$ cat config.mk
export PLATFORM = sky130hd
export DESIGN_NAME = bounded_list_deque_search_sort
export DESIGN_NICKNAME = d
export VERILOG_FILES = /design/src/hdl/bldq_pkg.sv /design/src/hdl/bounded_list_deque_search_sort.sv /design/src/hdl/bldq_ram.sv /design/src/hdl/bldq_dp.sv /design/src/hdl/bldq_ctrl.sv
export VERILOG_INCLUDE_DIRS = /design/src /design/src/hdl
export SDC_FILE = /design/constraint.sdc
export NUM_CORES = 1
export LEC_CHECK = 0
export ABC_AREA = 1
export BUFFER_PORTS_ARGS = -buffer_cell sky130_fd_sc_hd__buf_4
export CORE_MARGIN = 10
export CORE_UTILIZATION = 45
export CTS_BUF_LIST = sky130_fd_sc_hd__clkbuf_2
export CTS_CLUSTER_SIZE = 40
export DETAILED_ROUTE_END_ITERATION = 8
export PLACE_DENSITY_LB_ADDON = 0.25
export SKIP_CTS_REPAIR_TIMING = 1
export SYNTH_ARGS = -nofsm -noshare
export SYNTH_HDL_FRONTEND = slang
export SYNTH_SLANG_ARGS = --single-unit
$ cat constraint.sdc
create_clock -name i_clk -period 4.2 [get_ports i_clk]
set_clock_uncertainty 0.05 [all_clocks]
set_input_delay 0.63 -clock i_clk [delete_from_list [all_inputs] [get_ports i_clk]]
set_output_delay 0.63 -clock i_clk [all_outputs]
set_load 0.01 [all_outputs]
$ cat src/hdl/bounded_list_deque_search_sort_defines.svh
// Assertion helpers for the RTL controller
`ifndef BOUNDED_LIST_DEQUE_SEARCH_SORT_DEFINES_SVH
`define BOUNDED_LIST_DEQUE_SEARCH_SORT_DEFINES_SVH
// implication checked on every clock, off during reset
`define BL_ASSERT_IMP(label, clk, rst_n, ante, cons) \
    label: assert property (@(posedge clk) disable iff (!rst_n) (ante) |-> (cons)) \
        else $error("assertion failed");
// next-cycle implication
`define BL_ASSERT_NXT(label, clk, rst_n, ante, cons) \
    label: assert property (@(posedge clk) disable iff (!rst_n) (ante) |=> (cons)) \
        else $error("assertion failed");
`endif

$ cat src/hdl/bldq_pkg.sv
package bldq_pkg;
    localparam int unsigned DEPTH_DEF = 16;
    localparam int unsigned VAL_W = 32;

    typedef enum logic [2:0] {
        OP_PUSH_FRONT = 3'd0,
        OP_PUSH_BACK  = 3'd1,
        OP_DELETE     = 3'd2,
        OP_SEARCH     = 3'd3,
        OP_SORT       = 3'd4,
        OP_DISPLAY    = 3'd5,
        OP_RSVD6      = 3'd6,
        OP_RSVD7      = 3'd7
    } t_op;

    localparam logic [1:0] ST_OK       = 2'd0;
    localparam logic [1:0] ST_EMPTY    = 2'd1;
    localparam logic [1:0] ST_FULL     = 2'd2;
    localparam logic [1:0] ST_NOTFOUND = 2'd3;

    // datapath commands
    typedef struct packed {
        logic [1:0] rd_sel;     // 0: i, 1: j, 2: m, 3: i - 1
        logic       wr_en;      // write wr_data_sel to wr_sel pointer
        logic [1:0] wr_sel;     // 0: i, 1: m, 2: len
        logic [1:0] wr_data_sel; // 0: value, 1: read data, 2: hold reg
        logic       hold_ld;    // capture read data into hold reg
        logic       best_ld;    // capture read data as best, m <= j
        logic       i_clr;
        logic       i_inc;
        logic       i_dec;
        logic       i_len;      // i <= len
        logic       i_lenm1;    // i <= len - 1
        logic       j_from_i;   // j <= i + 1
        logic       j_inc;
        logic       m_from_i;
        logic       m_lenm1;    // m <= len - 1
        logic       len_inc;
        logic       len_dec;
    } t_cmd;

    // datapath status
    typedef struct packed {
        logic       rd_eq_val;  // read data equals value
        logic       rd_lt_best; // read data below best (signed)
        logic       len_zero;
        logic       len_full;
        logic       i_last;     // i + 1 >= len
        logic       i_zero;
        logic       j_end;      // j >= len
        logic       m_eq_i;
    } t_sts;
endpackage

$ cat src/hdl/bounded_list_deque_search_sort.sv
// Push back writes one word; push front, delete, search, display and sort walk the
// list through the element RAM's registered read port.
// One item at a time; busy drops as the last result word appears, and the
// receiver cannot stall. Synchronous active-low reset empties the list;
// the store is not cleared.
module bounded_list_deque_search_sort #(
    parameter int unsigned DEPTH = bldq_pkg::DEPTH_DEF
) (
    input  logic               i_clk,
    input  logic               i_rst_n,
    input  logic               start,
    output logic               busy,
    input  logic [2:0]         i_op,
    input  logic signed [31:0] i_value,
    output logic               o_valid,
    output logic [1:0]         o_status,
    output logic [4:0]         o_position,
    output logic [4:0]         o_count,
    output logic signed [31:0] o_element,
    output logic               o_last
);
    import bldq_pkg::*;
    localparam int unsigned CW = $clog2(DEPTH + 1);
    t_cmd          w_cmd;
    t_sts          w_sts;
    logic          w_val_ld;
    logic [CW-1:0] w_len, w_i;
    logic [31:0]   w_rdata;

    bldq_dp #(.DEPTH(DEPTH)) u_dp (
        .i_clk(i_clk), .i_rst_n(i_rst_n), .i_val_ld(w_val_ld), .i_value(i_value),
        .i_cmd(w_cmd), .o_sts(w_sts), .o_len(w_len), .o_i(w_i), .o_rdata(w_rdata)
    );

    bldq_ctrl #(.DEPTH(DEPTH)) u_ctrl (
        .i_clk(i_clk), .i_rst_n(i_rst_n), .i_start(start), .i_op(i_op),
        .i_sts(w_sts), .i_len(w_len), .i_i(w_i), .i_rdata(w_rdata),
        .o_val_ld(w_val_ld), .o_cmd(w_cmd), .o_busy(busy), .o_valid(o_valid),
        .o_status(o_status), .o_position(o_position), .o_count(o_count),
        .o_element(o_element), .o_last(o_last)
    );
endmodule

$ cat src/hdl/bldq_ram.sv
module bldq_ram #(
    parameter int unsigned WIDTH = 32,
    parameter int unsigned DEPTH = 16
) (
    input  logic                     i_clk,
    input  logic                     i_we,
    input  logic [$clog2(DEPTH)-1:0] i_waddr,
    input  logic [WIDTH-1:0]         i_wdata,
    input  logic [$clog2(DEPTH)-1:0] i_raddr,
    output logic [WIDTH-1:0]         o_rdata
);
    logic [WIDTH-1:0] r_mem [DEPTH];
    logic [WIDTH-1:0] r_rdata;

    // one write port, one registered read port
    always_ff @(posedge i_clk) begin
        if (i_we) begin
            r_mem[i_waddr] <= i_wdata;
        end
        r_rdata <= r_mem[i_raddr];
    end
    assign o_rdata = r_rdata;
endmodule

$ cat src/hdl/bldq_dp.sv
module bldq_dp #(
    parameter int unsigned DEPTH = 16
) (
    input  logic                         i_clk,
    input  logic                         i_rst_n,
    input  logic                         i_val_ld,
    input  logic signed [31:0]           i_value,
    input  bldq_pkg::t_cmd               i_cmd,
    output bldq_pkg::t_sts               o_sts,
    output logic [$clog2(DEPTH+1)-1:0]   o_len,
    output logic [$clog2(DEPTH+1)-1:0]   o_i,
    output logic [31:0]                  o_rdata
);
    import bldq_pkg::*;
    localparam int unsigned AW = $clog2(DEPTH);
    localparam int unsigned CW = $clog2(DEPTH + 1);

    logic [CW-1:0] r_len, r_i, r_j, r_m;
    logic [31:0]   r_val, r_hold, r_best;
    logic [CW-1:0] w_raddr, w_waddr;
    logic [31:0]   w_wdata, w_rdata;

    // read address, write address and write data select
    always_comb begin
        unique case (i_cmd.rd_sel)
            2'd0:    w_raddr = r_i;
            2'd1:    w_raddr = r_j;
            2'd2:    w_raddr = r_m;
            default: w_raddr = r_i - CW'(1);
        endcase
        unique case (i_cmd.wr_sel)
            2'd0:    w_waddr = r_i;
            2'd1:    w_waddr = r_m;
            default: w_waddr = r_len;
        endcase
        unique case (i_cmd.wr_data_sel)
            2'd0:    w_wdata = r_val;
            2'd1:    w_wdata = w_rdata;
            default: w_wdata = r_hold;
        endcase
    end

    bldq_ram #(.WIDTH(VAL_W), .DEPTH(DEPTH)) u_ram (
        .i_clk   (i_clk),
        .i_we    (i_cmd.wr_en),
        .i_waddr (w_waddr[AW-1:0]),
        .i_wdata (w_wdata),
        .i_raddr (w_raddr[AW-1:0]),
        .o_rdata (w_rdata)
    );

    // pointers and length
    always_ff @(posedge i_clk) begin
        if (!i_rst_n) begin
            r_len <= '0;
        end else if (i_cmd.len_inc) begin
            r_len <= r_len + CW'(1);
        end else if (i_cmd.len_dec) begin
            r_len <= r_len - CW'(1);
        end
    end

    always_ff @(posedge i_clk) begin
        if (i_val_ld) r_val <= i_value;
        if (i_cmd.hold_ld) r_hold <= w_rdata;
        if (i_cmd.i_clr) r_i <= '0;
        else if (i_cmd.i_inc) r_i <= r_i + CW'(1);
        else if (i_cmd.i_dec) r_i <= r_i - CW'(1);
        else if (i_cmd.i_len) r_i <= r_len;
        else if (i_cmd.i_lenm1) r_i <= r_len - CW'(1);
        if (i_cmd.j_from_i) r_j <= r_i + CW'(1);
        else if (i_cmd.j_inc) r_j <= r_j + CW'(1);
        if (i_cmd.m_from_i) r_m <= r_i;
        else if (i_cmd.best_ld) r_m <= r_j;
        else if (i_cmd.m_lenm1) r_m <= r_len - CW'(1);
        if (i_cmd.best_ld) r_best <= w_rdata;
    end

    // status to the controller
    always_comb begin
        o_sts.rd_eq_val  = (w_rdata == r_val);
        o_sts.rd_lt_best = ($signed(w_rdata) < $signed(r_best));
        o_sts.len_zero   = (r_len == '0);
        o_sts.len_full   = (r_len >= CW'(DEPTH));
        o_sts.i_last     = ((r_i + CW'(1)) >= r_len);
        o_sts.i_zero     = (r_i == '0);
        o_sts.j_end      = (r_j >= r_len);
        o_sts.m_eq_i     = (r_m == r_i);
    end
    assign o_len   = r_len;
    assign o_i     = r_i;
    assign o_rdata = w_rdata;
endmodule

$ cat src/hdl/bldq_ctrl.sv
`include "bounded_list_deque_search_sort_defines.svh"
module bldq_ctrl #(
    parameter int unsigned DEPTH = 16
) (
    input  logic                       i_clk,
    input  logic                       i_rst_n,
    input  logic                       i_start,
    input  logic [2:0]                 i_op,
    input  bldq_pkg::t_sts             i_sts,
    input  logic [$clog2(DEPTH+1)-1:0] i_len,
    input  logic [$clog2(DEPTH+1)-1:0] i_i,
    input  logic [31:0]                i_rdata,
    output logic                       o_val_ld,
    output bldq_pkg::t_cmd             o_cmd,
    output logic                       o_busy,
    output logic                       o_valid,
    output logic [1:0]                 o_status,
    output logic [4:0]                 o_position,
    output logic [4:0]                 o_count,
    output logic signed [31:0]         o_element,
    output logic                       o_last
);
    import bldq_pkg::*;
    localparam int unsigned CW = $clog2(DEPTH + 1);

    typedef enum logic [4:0] {
        S_IDLE, S_DISPATCH,
        S_PF_RD, S_PF_WR, S_PF_INS,
        S_DEL_RD0, S_DEL_CK0, S_DEL_CKT, S_DEL_RDI, S_DEL_CKI,
        S_SH_RD, S_SH_WR,
        S_SR_RD, S_SR_CK,
        S_SO_RDI, S_SO_CKI, S_SO_RDJ, S_SO_CKJ, S_SO_RDM, S_SO_SW1, S_SO_SW2,
        S_DI_RD, S_DI_OUT,
        S_DONE
    } t_state;

    t_state        r_state;
    t_op           r_op;
    logic [1:0]    r_status;
    logic [4:0]    r_pos;
    t_cmd          w_cmd;

    // registered result port
    logic       r_valid, r_last, r_busy;
    logic [1:0] r_ostat;
    logic [4:0] r_opos, r_ocnt;
    logic [31:0] r_oelem;

    always_comb begin
        w_cmd = '0;
        unique case (r_state)
            S_PF_RD: begin
                w_cmd.rd_sel = 2'd3;  // read i - 1
            end
            S_PF_WR: begin
                w_cmd.wr_en = 1'b1; w_cmd.wr_sel = 2'd0; w_cmd.wr_data_sel = 2'd1;
                w_cmd.i_dec = 1'b1;
            end
            S_PF_INS: begin
                w_cmd.wr_en = 1'b1; w_cmd.wr_sel = 2'd0; w_cmd.len_inc = 1'b1;
            end
            S_DEL_RD0: begin
                w_cmd.rd_sel = 2'd0;
            end
            S_DEL_CK0: begin
                w_cmd.rd_sel = 2'd2;  // m holds len - 1
            end
            S_DEL_RDI, S_SR_RD, S_SO_RDI, S_DI_RD: begin
                w_cmd.rd_sel = 2'd0;
            end
            S_SH_RD, S_SO_RDJ: begin
                w_cmd.rd_sel = 2'd1;
            end
            S_SH_WR: begin
                w_cmd.wr_en = 1'b1; w_cmd.wr_sel = 2'd0; w_cmd.wr_data_sel = 2'd1;
                w_cmd.i_inc = 1'b1;
            end
            S_SO_RDM: begin
                w_cmd.rd_sel = 2'd0;
            end
            S_SO_SW1: begin
                // word at i goes to m while the old word at m is read
                w_cmd.hold_ld = 1'b1; w_cmd.rd_sel = 2'd2;
                w_cmd.wr_en = 1'b1; w_cmd.wr_sel = 2'd1; w_cmd.wr_data_sel = 2'd1;
            end
            S_SO_SW2: begin
                w_cmd.wr_en = 1'b1; w_cmd.wr_sel = 2'd0; w_cmd.wr_data_sel = 2'd1;
            end
            default: ;
        endcase
    end

    // sequencer; the extra pointer moves per state are in the block below
    always_ff @(posedge i_clk) begin
        if (!i_rst_n) begin
            r_state <= S_IDLE;
            r_busy  <= 1'b0;
            r_valid <= 1'b0;
            r_last  <= 1'b0;
        end else begin
            r_valid <= 1'b0;
            unique case (r_state)
                S_IDLE: begin
                    if (i_start) begin
                        r_op     <= t_op'(i_op);
                        r_busy   <= 1'b1;
                        r_status <= ST_OK;
                        r_pos    <= '0;
                        r_state  <= S_DISPATCH;
                    end
                end
                S_DISPATCH: begin
                    priority if ((r_op == OP_PUSH_FRONT || r_op == OP_PUSH_BACK)
                                 && i_sts.len_full) begin
                        r_status <= ST_FULL;
                        r_state  <= S_DONE;
                    end else if ((r_op == OP_DELETE || r_op == OP_SEARCH ||
                                  r_op == OP_SORT || r_op == OP_DISPLAY)
                                 && i_sts.len_zero) begin
                        r_status <= ST_EMPTY;
                        r_state  <= S_DONE;
                    end else begin
                        unique case (r_op)
                            OP_PUSH_FRONT: r_state <= i_sts.len_zero ? S_PF_INS : S_PF_RD;
                            OP_PUSH_BACK:  r_state <= S_PF_INS;
                            OP_DELETE:     r_state <= S_DEL_RD0;
                            OP_SEARCH:     r_state <= S_SR_RD;
                            OP_SORT:       r_state <= S_SO_RDI;
                            OP_DISPLAY:    r_state <= S_DI_RD;
                            default:       r_state <= S_DONE;
                        endcase
                    end
                end
                S_PF_RD:   r_state <= S_PF_WR;
                S_PF_WR:   r_state <= (i_i == CW'(1)) ? S_PF_INS : S_PF_RD;
                S_PF_INS:  r_state <= S_DONE;
                S_DEL_RD0: r_state <= S_DEL_CK0;
                S_DEL_CK0: r_state <= i_sts.rd_eq_val ? S_SH_RD : S_DEL_CKT;
                S_DEL_CKT: begin
                    if (i_sts.rd_eq_val) begin
                        r_state <= S_DONE;
                    end else if (i_sts.i_last) begin
                        r_status <= ST_NOTFOUND;
                        r_state  <= S_DONE;
                    end else begin
                        r_state <= S_DEL_RDI;
                    end
                end
                S_DEL_RDI: r_state <= S_DEL_CKI;
                S_DEL_CKI: begin
                    priority if (i_sts.rd_eq_val) r_state <= S_SH_RD;
                    else if (i_sts.i_last) begin
                        r_status <= ST_NOTFOUND;
                        r_state  <= S_DONE;
                    end else r_state <= S_DEL_RDI;
                end
                S_SH_RD: r_state <= i_sts.j_end ? S_DONE : S_SH_WR;
                S_SH_WR: r_state <= S_SH_RD;
                S_SR_RD: r_state <= S_SR_CK;
                S_SR_CK: begin
                    priority if (i_sts.rd_eq_val) begin
                        r_pos   <= 5'(i_i + CW'(1));
                        r_state <= S_DONE;
                    end else if (i_sts.i_last) begin
                        r_status <= ST_NOTFOUND;
                        r_state  <= S_DONE;
                    end else r_state <= S_SR_RD;
                end
                S_SO_RDI: r_state <= i_sts.i_last ? S_DONE : S_SO_CKI;
                S_SO_CKI: r_state <= S_SO_RDJ;
                S_SO_RDJ: r_state <= S_SO_CKJ;
                S_SO_CKJ: r_state <= i_sts.j_end ? S_SO_RDM : S_SO_RDJ;
                S_SO_RDM: r_state <= i_sts.m_eq_i ? S_SO_RDI : S_SO_SW1;
                S_SO_SW1: r_state <= S_SO_SW2;
                S_SO_SW2: r_state <= S_SO_RDI;
                S_DI_RD:  r_state <= S_DI_OUT;
                S_DI_OUT: begin
                    r_valid <= 1'b1;
                    r_ostat <= ST_OK;
                    r_opos  <= '0;
                    r_ocnt  <= 5'(i_len);
                    r_oelem <= i_rdata;
                    r_last  <= i_sts.i_last;
                    if (i_sts.i_last) begin
                        r_busy  <= 1'b0;
                        r_state <= S_IDLE;
                    end else r_state <= S_DI_RD;
                end
                S_DONE: begin
                    r_valid <= 1'b1;
                    r_ostat <= r_status;
                    r_opos  <= r_pos;
                    r_ocnt  <= 5'(i_len);
                    r_oelem <= '0;
                    r_last  <= 1'b1;
                    r_busy  <= 1'b0;
                    r_state <= S_IDLE;
                end
                default: r_state <= S_IDLE;
            endcase
        end
    end

    // pointer commands depending on state and status
    always_comb begin
        o_cmd = w_cmd;
        o_val_ld = (r_state == S_IDLE) && i_start;
        unique case (r_state)
            S_DISPATCH: begin
                if (r_op == OP_PUSH_FRONT) begin
                    o_cmd.i_len = 1'b1;
                    if (i_sts.len_zero) o_cmd.i_clr = 1'b1;
                end
                if (r_op == OP_PUSH_BACK) o_cmd.i_len = 1'b1;
                if (r_op == OP_DELETE || r_op == OP_SEARCH || r_op == OP_SORT ||
                    r_op == OP_DISPLAY) o_cmd.i_clr = 1'b1;
            end
            default: ;
        endcase
        // head check sets up the tail read through m; interior scan starts at one
        unique case (r_state)
            S_PF_WR: begin
                o_cmd.j_inc = 1'b0;
            end
            S_DEL_RD0: begin
                o_cmd.m_lenm1 = 1'b1;
            end
            S_DEL_CK0: begin
                if (i_sts.rd_eq_val) o_cmd.j_from_i = 1'b1;
                else o_cmd.i_inc = 1'b1;
            end
            S_DEL_CKT: begin
                if (i_sts.rd_eq_val) o_cmd.len_dec = 1'b1;
            end
            S_DEL_CKI: begin
                if (i_sts.rd_eq_val) o_cmd.j_from_i = 1'b1;
                else o_cmd.i_inc = 1'b1;
            end
            S_SH_RD: begin
                if (i_sts.j_end) o_cmd.len_dec = 1'b1;
                else o_cmd.j_inc = 1'b1;
            end
            S_SR_CK: o_cmd.i_inc = !i_sts.rd_eq_val;
            S_SO_RDI: begin
                o_cmd.j_from_i = 1'b1;
                o_cmd.m_from_i = 1'b1;
            end
            S_SO_CKI: begin
                o_cmd.best_ld = 1'b1;
                o_cmd.m_from_i = 1'b1;
            end
            S_SO_CKJ: begin
                // the read past the end is dropped
                if (!i_sts.j_end && i_sts.rd_lt_best) o_cmd.best_ld = 1'b1;
                if (!i_sts.j_end) o_cmd.j_inc = 1'b1;
            end
            S_SO_RDM: if (i_sts.m_eq_i) o_cmd.i_inc = 1'b1;
            S_SO_SW2: begin
                o_cmd.i_inc = 1'b1;
            end
            S_DI_OUT: o_cmd.i_inc = 1'b1;
            default: ;
        endcase
    end

    assign o_busy     = r_busy;
    assign o_valid    = r_valid;
    assign o_status   = r_ostat;
    assign o_position = r_opos;
    assign o_count    = r_ocnt;
    assign o_element  = r_oelem;
    assign o_last     = r_last;

    `BL_ASSERT_IMP(a_last_ends, i_clk, i_rst_n, r_valid && r_last, !r_busy)
    `BL_ASSERT_NXT(a_start_busy, i_clk, i_rst_n, i_start && !r_busy, r_busy)
    `BL_ASSERT_IMP(a_idle_free, i_clk, i_rst_n, r_state == S_IDLE, !r_busy)
endmodule
==> results.cfg, run 1 <==
[status]
outcome = complete, no violations

[route]
drt-vias-per-instance = 5.32
drtIter0Drc = 2327
ant_nets = 0
wirelength_um = 84000
route.detailed.drc = 0
dr.pass1.iters = 6
vias = 22700
wl_per_cell_um = 19.6

[die]
start_util_pct = 45.2
ios = 85
coreArea_sq_um = 68300
core.rowCount = 96
dieWidth_um = 282
die_y_um = 282
die_area_sq_um = 79600

[min_path]
hp-start = i_value[17]
hold_end = u_dp.r_val[17]
worstHoldPathType = in -> reg
hold_depth = 2

[clock_network]
cts_buffers = 173
cts_tree = yes
ctsLongestPathBuffers = 3
clock_latency_ps = 1370
ctsHtreeMaxLevel = 4
clk_pin_slew_ps = 130
cts_sinks = 690
cts.root.buffer_cell = clkbuf_2

[worst_setup_path]
required_ps = 5130
critPathMaxFanout = 22
reg2reg_depth = 8
endpoint_kind = register
r2r_end = u_dp.r_best[18]
cp.buffers_inverters = 2
cp-start-kind = register
reg2reg_from = u_dp.o_len[4]
worstSetupPathType = reg -> reg
max_stage_delay_ps = 610
crit_chain = inv_1, ha_1, a21oi_1, o2111ai_1, nor3_1, nand3_1, nand2_2, buf_4
cp_top_family = simple AND/OR/NAND/NOR gates
arrival_ps = 4540
cp_slowest_cell = nand2_2
rrSetupSlack_ps = 590

[place]
place_ws_ps = 693
post-dp-hpwl_um = 49300
gp_congestion = 0.865
placed_cell_area_sq_um = 33000
io_buffers = 84

[cells_and_area]
final_core_util_pct = 52.0
drive_gt1_share_pct = 14.7
design_area_sq_um = 35600
seq_area_sq_um = 20200
area_growth_pct = 15.0
nFillCells = 6108
multi_input_area_sq_um = 8850
fin_nets = 3323

[pwr]
p_per_area_nw_per_um2 = 782
p_leak_nw = 14.9
peakVddDrop_mv = 1.35

[timing]
fin_setup_tns_ps = 0
setup_slack_ps = 589
slew_headroom_pct = 17.5
maxSlewViolCount = 0
whs_ps = 48.3
fmax_ghz = 0.277
tightestPinTransition_ps = 1230
fin_crit_ps = 3610
rsz0062_at_grt = no
finalSetupViolCount = 0
finalCritPeriodShare_pct = 86.0
hold_viol = 0

[synthesis]
ys_seq_area_share_pct = 65.4
synth-edff-count = 640
syn_inst = 2979
yosysUniqueCellTypes = 41
yosys_warnings = 0
async_reset_ff_share_pct = 0
synth_seq_cells = 690
synth_area_sq_um = 30900
syn_nets = 3064
syn_area_per_cell_sq_um = 10.4
ys.flop_type = edfxtp_1

[global_route]
antenna_found_initial = 2
grtUsageTotal_pct = 20.9
grt_max_degree = 133
overflow = 0
grt_pass1_wl_um = 127000
first_global_vias = 22000

[flow_run]
cap_violations = 0
## kinds of logic after synthesis
family                   after synthesis  share of synthesized area (%)
XOR/XNOR                              18                          0.510
AND/OR/NAND/NOR                     1602                           23.5
AO/OA/AOI/OAI                        117                           2.05
buffers and inverters                505                           6.63
flip-flops                           690                           65.4
adder cells (fa/ha/maj)               47                           1.90
## sequential cells by signal (all words and copies together) (netlist names)
register / flops
u_dp.u_ram.r_mem: 512
u_ctrl.o_element: 32
u_dp.r_best: 32
u_dp.r_val: 32
u_dp.u_ram.o_rdata: 32
u_ctrl.o_count: 5
u_ctrl.o_position: 5
u_ctrl.r_pos: 5
u_ctrl.r_state: 5
u_dp.o_i: 5
u_dp.o_len: 5
u_dp.r_j: 5
u_dp.r_m: 5
u_ctrl.r_op: 3
u_ctrl.o_status: 2
u_ctrl.r_status: 2
u_ctrl.o_busy: 1
u_ctrl.o_last: 1
u_ctrl.o_valid: 1
## stage by stage
step	power (mW)	std cells
global route	29.8	4274
finish	27.8	4276
global placement	22.7	3875
detailed placement	22.8	3875
CTS	27.8	4197
floorplan	18.3	2979
## area by class of cell
class | count | share of cell area [%]
repair buffers | 233 | 6.26
flip-flops and latches | 690 | 56.9
clock inverters | 56 | 1.30
diodes | 9 | 0.0633
clock buffers | 266 | 3.74
multi-input cells | 1784 | 24.9
inverters | 356 | 3.76
well taps | 882 | 3.10
## routing by layer
metal | share of wire, % | vias to the layer above | track usage, %
li1 | - | 10700 | -
met1 | 42 | 10900 | 27.3
met2 | 48 | 930 | 34.0
met3 | 8.0 | 148 | 4.30
met4 | 2.1 | 0 | 7.61
met5 | 0 | - | 0
## cells in the final DEF (no fill, tap or decap), types with 5 or more instances in the layout
cell	netlist	final
nor3_1	12	12
clkbuf_2	1	266
buf_12	0	24
nor2_4	2	22
a21oi_1	30	30
dlygate4sd3_1	0	70
nand2_1	777	776
nor2_1	128	108
nand4_1	30	30
ha_1	47	47
diode_2	0	9
nand3b_1	107	107
inv_1	353	353
nand3_1	527	527
xor2_1	13	13
o21ai_0	68	65
clkinv_1	0	34
clkinv_2	0	7
nand2_2	5	5
edfxtp_1	640	640
bufinv_16	0	8
buf_4	8	139
xnor2_1	5	5
dfxtp_1	50	50
## report_power, final
group | switching (mW) | internal (mW) | leakage (nW) | total (mW)
clock | 2.77 | 2.20 | 1.33 | 4.97
combinational | 9.55 | 4.06 | 7.38 | 13.6
sequential | 0.445 | 8.78 | 6.20 | 9.23
## synth_stat cells (3+ instances only)
cell | instances | area share, %
inv_1 | 353 | 4.3
clkbuf_1 | 44 | 0.53
ha_1 | 47 | 1.9
nor2_2 | 3 | 0.061
nor3_1 | 12 | 0.19
a21oi_1 | 30 | 0.49
nand2_1 | 777 | 9.4
nand2_2 | 5 | 0.10
nand3b_1 | 107 | 2.6
o21ai_0 | 68 | 1.1
or2_2 | 3 | 0.061
dfxtp_1 | 50 | 3.2
nand4_1 | 30 | 0.61
a31oi_1 | 4 | 0.081
buf_1 | 9 | 0.11
buf_4 | 8 | 0.19
nor2_1 | 128 | 1.6
edfxtp_1 | 640 | 62
o21a_1 | 3 | 0.073
inv_2 | 3 | 0.036
xor2_1 | 13 | 0.37
buf_2 | 85 | 1.4
nand3_1 | 527 | 8.5
xnor2_1 | 5 | 0.14
## worst reg2reg max path, stage by stage (launching register included)
cell and delay (ps):
dfxtp_1 500, inv_1 180, ha_1 350, a21oi_1 180
o2111ai_1 320, nor3_1 350, nand3_1 290, nand2_2 610
buf_4 390
## worst max-delay path by stage
stage / from / to / slack (ps) / cells after the start
after floorplan: u_ctrl.r_state[4] / u_dp.u_ram.r_mem[12][0] / 840 / 10
after global placement: u_dp.o_len[4] / u_dp.r_best[20] / 690 / 8
after detailed placement: u_dp.o_len[2] / u_dp.r_best[18] / 690 / 9
after CTS: u_dp.o_len[2] / u_dp.r_best[18] / 560 / 9
after global routing: u_dp.o_len[2] / u_dp.r_best[18] / 300 / 9
final: u_dp.o_len[4] / u_dp.r_best[18] / 590 / 8
Note: power is estimated with default switching activity, not from simulation.
==> run 2, diff against run 1 <==
--- a/config.mk
+++ b/config.mk
@@ -7,6 +7,7 @@
 export NUM_CORES = 1
 export LEC_CHECK = 0
 export ABC_AREA = 1
+export ABC_CLOCK_PERIOD_IN_PS = 4200
 export BUFFER_PORTS_ARGS = -buffer_cell sky130_fd_sc_hd__buf_4
 export CORE_MARGIN = 10
 export CORE_UTILIZATION = 45
@@ -17,4 +18,5 @@
 export SKIP_CTS_REPAIR_TIMING = 1
 export SYNTH_ARGS = -nofsm -noshare
 export SYNTH_HDL_FRONTEND = slang
+export SYNTH_HIERARCHICAL = 1
 export SYNTH_SLANG_ARGS = --single-unit
==> run 2 against run 1 <==
Clock-buffer cell count rose by 14. Sequential share of layout area increased by 0.86 points. Synthesized cell count increased by 6.1%. Critical path depth grew 5. Global-route usage is 1.0 points lower. Utilization fell by 0.61 points. Fmax grew 3.8%. Clock power fell by 5.8%. First-iteration DRC count decreased by 12%. Combinational power increased by 7%. Worst setup slack better by 130 ps. Critical endpoint is now u_dp/u_ram/o_rdata[27]. Largest cell class unchanged. Highest routed layer unchanged.
==> results.cfg, run 2 <==
[pwr]
swShare_pct = 46.4
pwr-share-clk_pct = 16.3
power.net_switching_mw = 13.3
p_int_mw = 15.4
p_leak_nw = 15.9
p_per_area_nw_per_um2 = 783
power_mw = 28.7
peakVddDrop_mv = 0.638
power_frac_comb_pct = 50.4
seqPwrFrac_pct = 33.4

[die]
coreArea_sq_um = 71400
ios = 85
core.rowCount = 98
die_y_um = 288
die_area_sq_um = 83100
start_util_pct = 45.4
dieWidth_um = 288

[timing]
tightestPinTransition_ps = 1320
fmax_ghz = 0.287
rsz0062_at_grt = no
hold_viol = 0
fin_setup_tns_ps = 0
maxSlewViolCount = 0
slew_headroom_pct = 11.9
whs_ps = 66.2
setup_slack_ps = 721
finalCritPeriodShare_pct = 82.8
finalSetupViolCount = 0
fin_crit_ps = 3480

[worst_setup_path]
cp.buffers_inverters = 3
required_ps = 5430
critPathMaxFanout = 61
cp_slowest_cell = o21ai_0
cp-start-kind = register
cp_top_family = compound AO/OA/AOI/OAI gates
max_stage_delay_ps = 700
crit_chain = inv_2, nand3_1, o21ai_0, nand3_1, a32oi_4, buf_12, buf_4, nand2_1, nand2_1, nand2_1, nand3_1, nand3_1, nand2_1
worstSetupPathType = reg -> reg
arrival_ps = 4700
endpoint_kind = register

[route]
wirelength_um = 83300
dr.pass1.iters = 7
ant_nets = 0
vias = 22800
wl_per_cell_um = 18.4
drt-vias-per-instance = 5.02
drtIter0Drc = 2040
route.detailed.drc = 0

[clock_network]
clk_pin_slew_ps = 100
cts.root.buffer_cell = clkbuf_2
cts_tree = yes
clock_latency_ps = 1410
ctsHtreeMaxLevel = 4
ctsLongestPathBuffers = 3
cts_sinks = 722
cts_buffers = 178

[synthesis]
syn_inst = 3161
synth_area_sq_um = 32400
yosys_warnings = 6
syn_area_per_cell_sq_um = 10.2

[place]
io_buffers = 84
place_ws_ps = 731
post-dp-hpwl_um = 48600
gp_congestion = 0.885

[cells_and_area]
nFillCells = 6478
final_cell_mix = nand2_1 (859), edfxtp_1 (672), inv_1 (536)
largest_register_ffs = 512
mostFrequentLayoutCell = nand2_1
area_growth_pct = 13.3
regMostFlops = u_dp/u_ram/r_mem
fin_nets = 3533
drive_gt1_share_pct = 14.5

[global_route]
overflow = 0
first_global_vias = 21900
antenna_found_initial = 2
grt_max_degree = 65
grtUsageTotal_pct = 19.8
grt_pass1_wl_um = 126000

[status]
outcome = complete, no violations

[flow_run]
cap_violations = 0

[min_path]
worstHoldPathType = in -> reg
==> run 2: power by group through the flow <==
stage                     logic, mW  clock network, mW  registers [mW]
after floorplan                10.6                  0            9.40
after global placement         14.2                  0            9.75
after detailed placement       14.3                  0            9.76
after CTS                      14.4               4.83            9.59
after global routing           16.1               5.21            9.63
final                          14.5               4.68            9.58
==> run 2: path summary, 6_finish.rpt <==
check / startpoint / to / slack (ps) / cells past startpoint
max reg2reg: u_ctrl/r_state[4] / u_dp/u_ram/o_rdata[27] / 720 / 13
min: i_rst_n / u_dp/o_len[1] / 70 / 4
max: u_ctrl/r_state[4] / u_dp/u_ram/o_rdata[27] / 720 / 13
min reg2reg: u_ctrl/o_busy / u_ctrl/o_busy / 420 / 2
==> run 2: area by class of cell <==
class,count,area (sq um),area share (%)
Antenna cell,3,7.51,0.0205
Multi-Input combinational cell,1751,8430,23.0
Clock inverter,40,223,0.607
Inverter,558,2100,5.74
Tap cell,950,1190,3.24
Timing Repair Buffer,234,2150,5.86
Sequential cell,722,21200,57.7
Clock buffer,280,1400,3.82
==> run 2: metal layers <==
metal  routed length, um  track usage (%)
met1               35100             25.2
met3                4770             3.40
met4                1790             7.89
met2               41600             33.5
met5                   0                0
==> run 2: per-stage QoR <==
stage                     cells  cell area, sq um  utilization, %
after floorplan            3163             32400               -
after global placement     4143             34300            48.1
after detailed placement   4143             34300            48.1
after CTS                  4463             36000            50.4
after global routing       4538             36700            51.4
final                      4538             36700            51.4
==> run 2: worst register-to-register path, cell delays in order (launching register included) <==
cell and delay [ps]:
dfxtp_1 410, inv_2 150, nand3_1 190, o21ai_0 710, nand3_1 250, a32oi_4 390, buf_12 320, buf_4 470
nand2_1 120, nand2_1 80, nand2_1 40, nand3_1 110, nand3_1 80, nand2_1 80
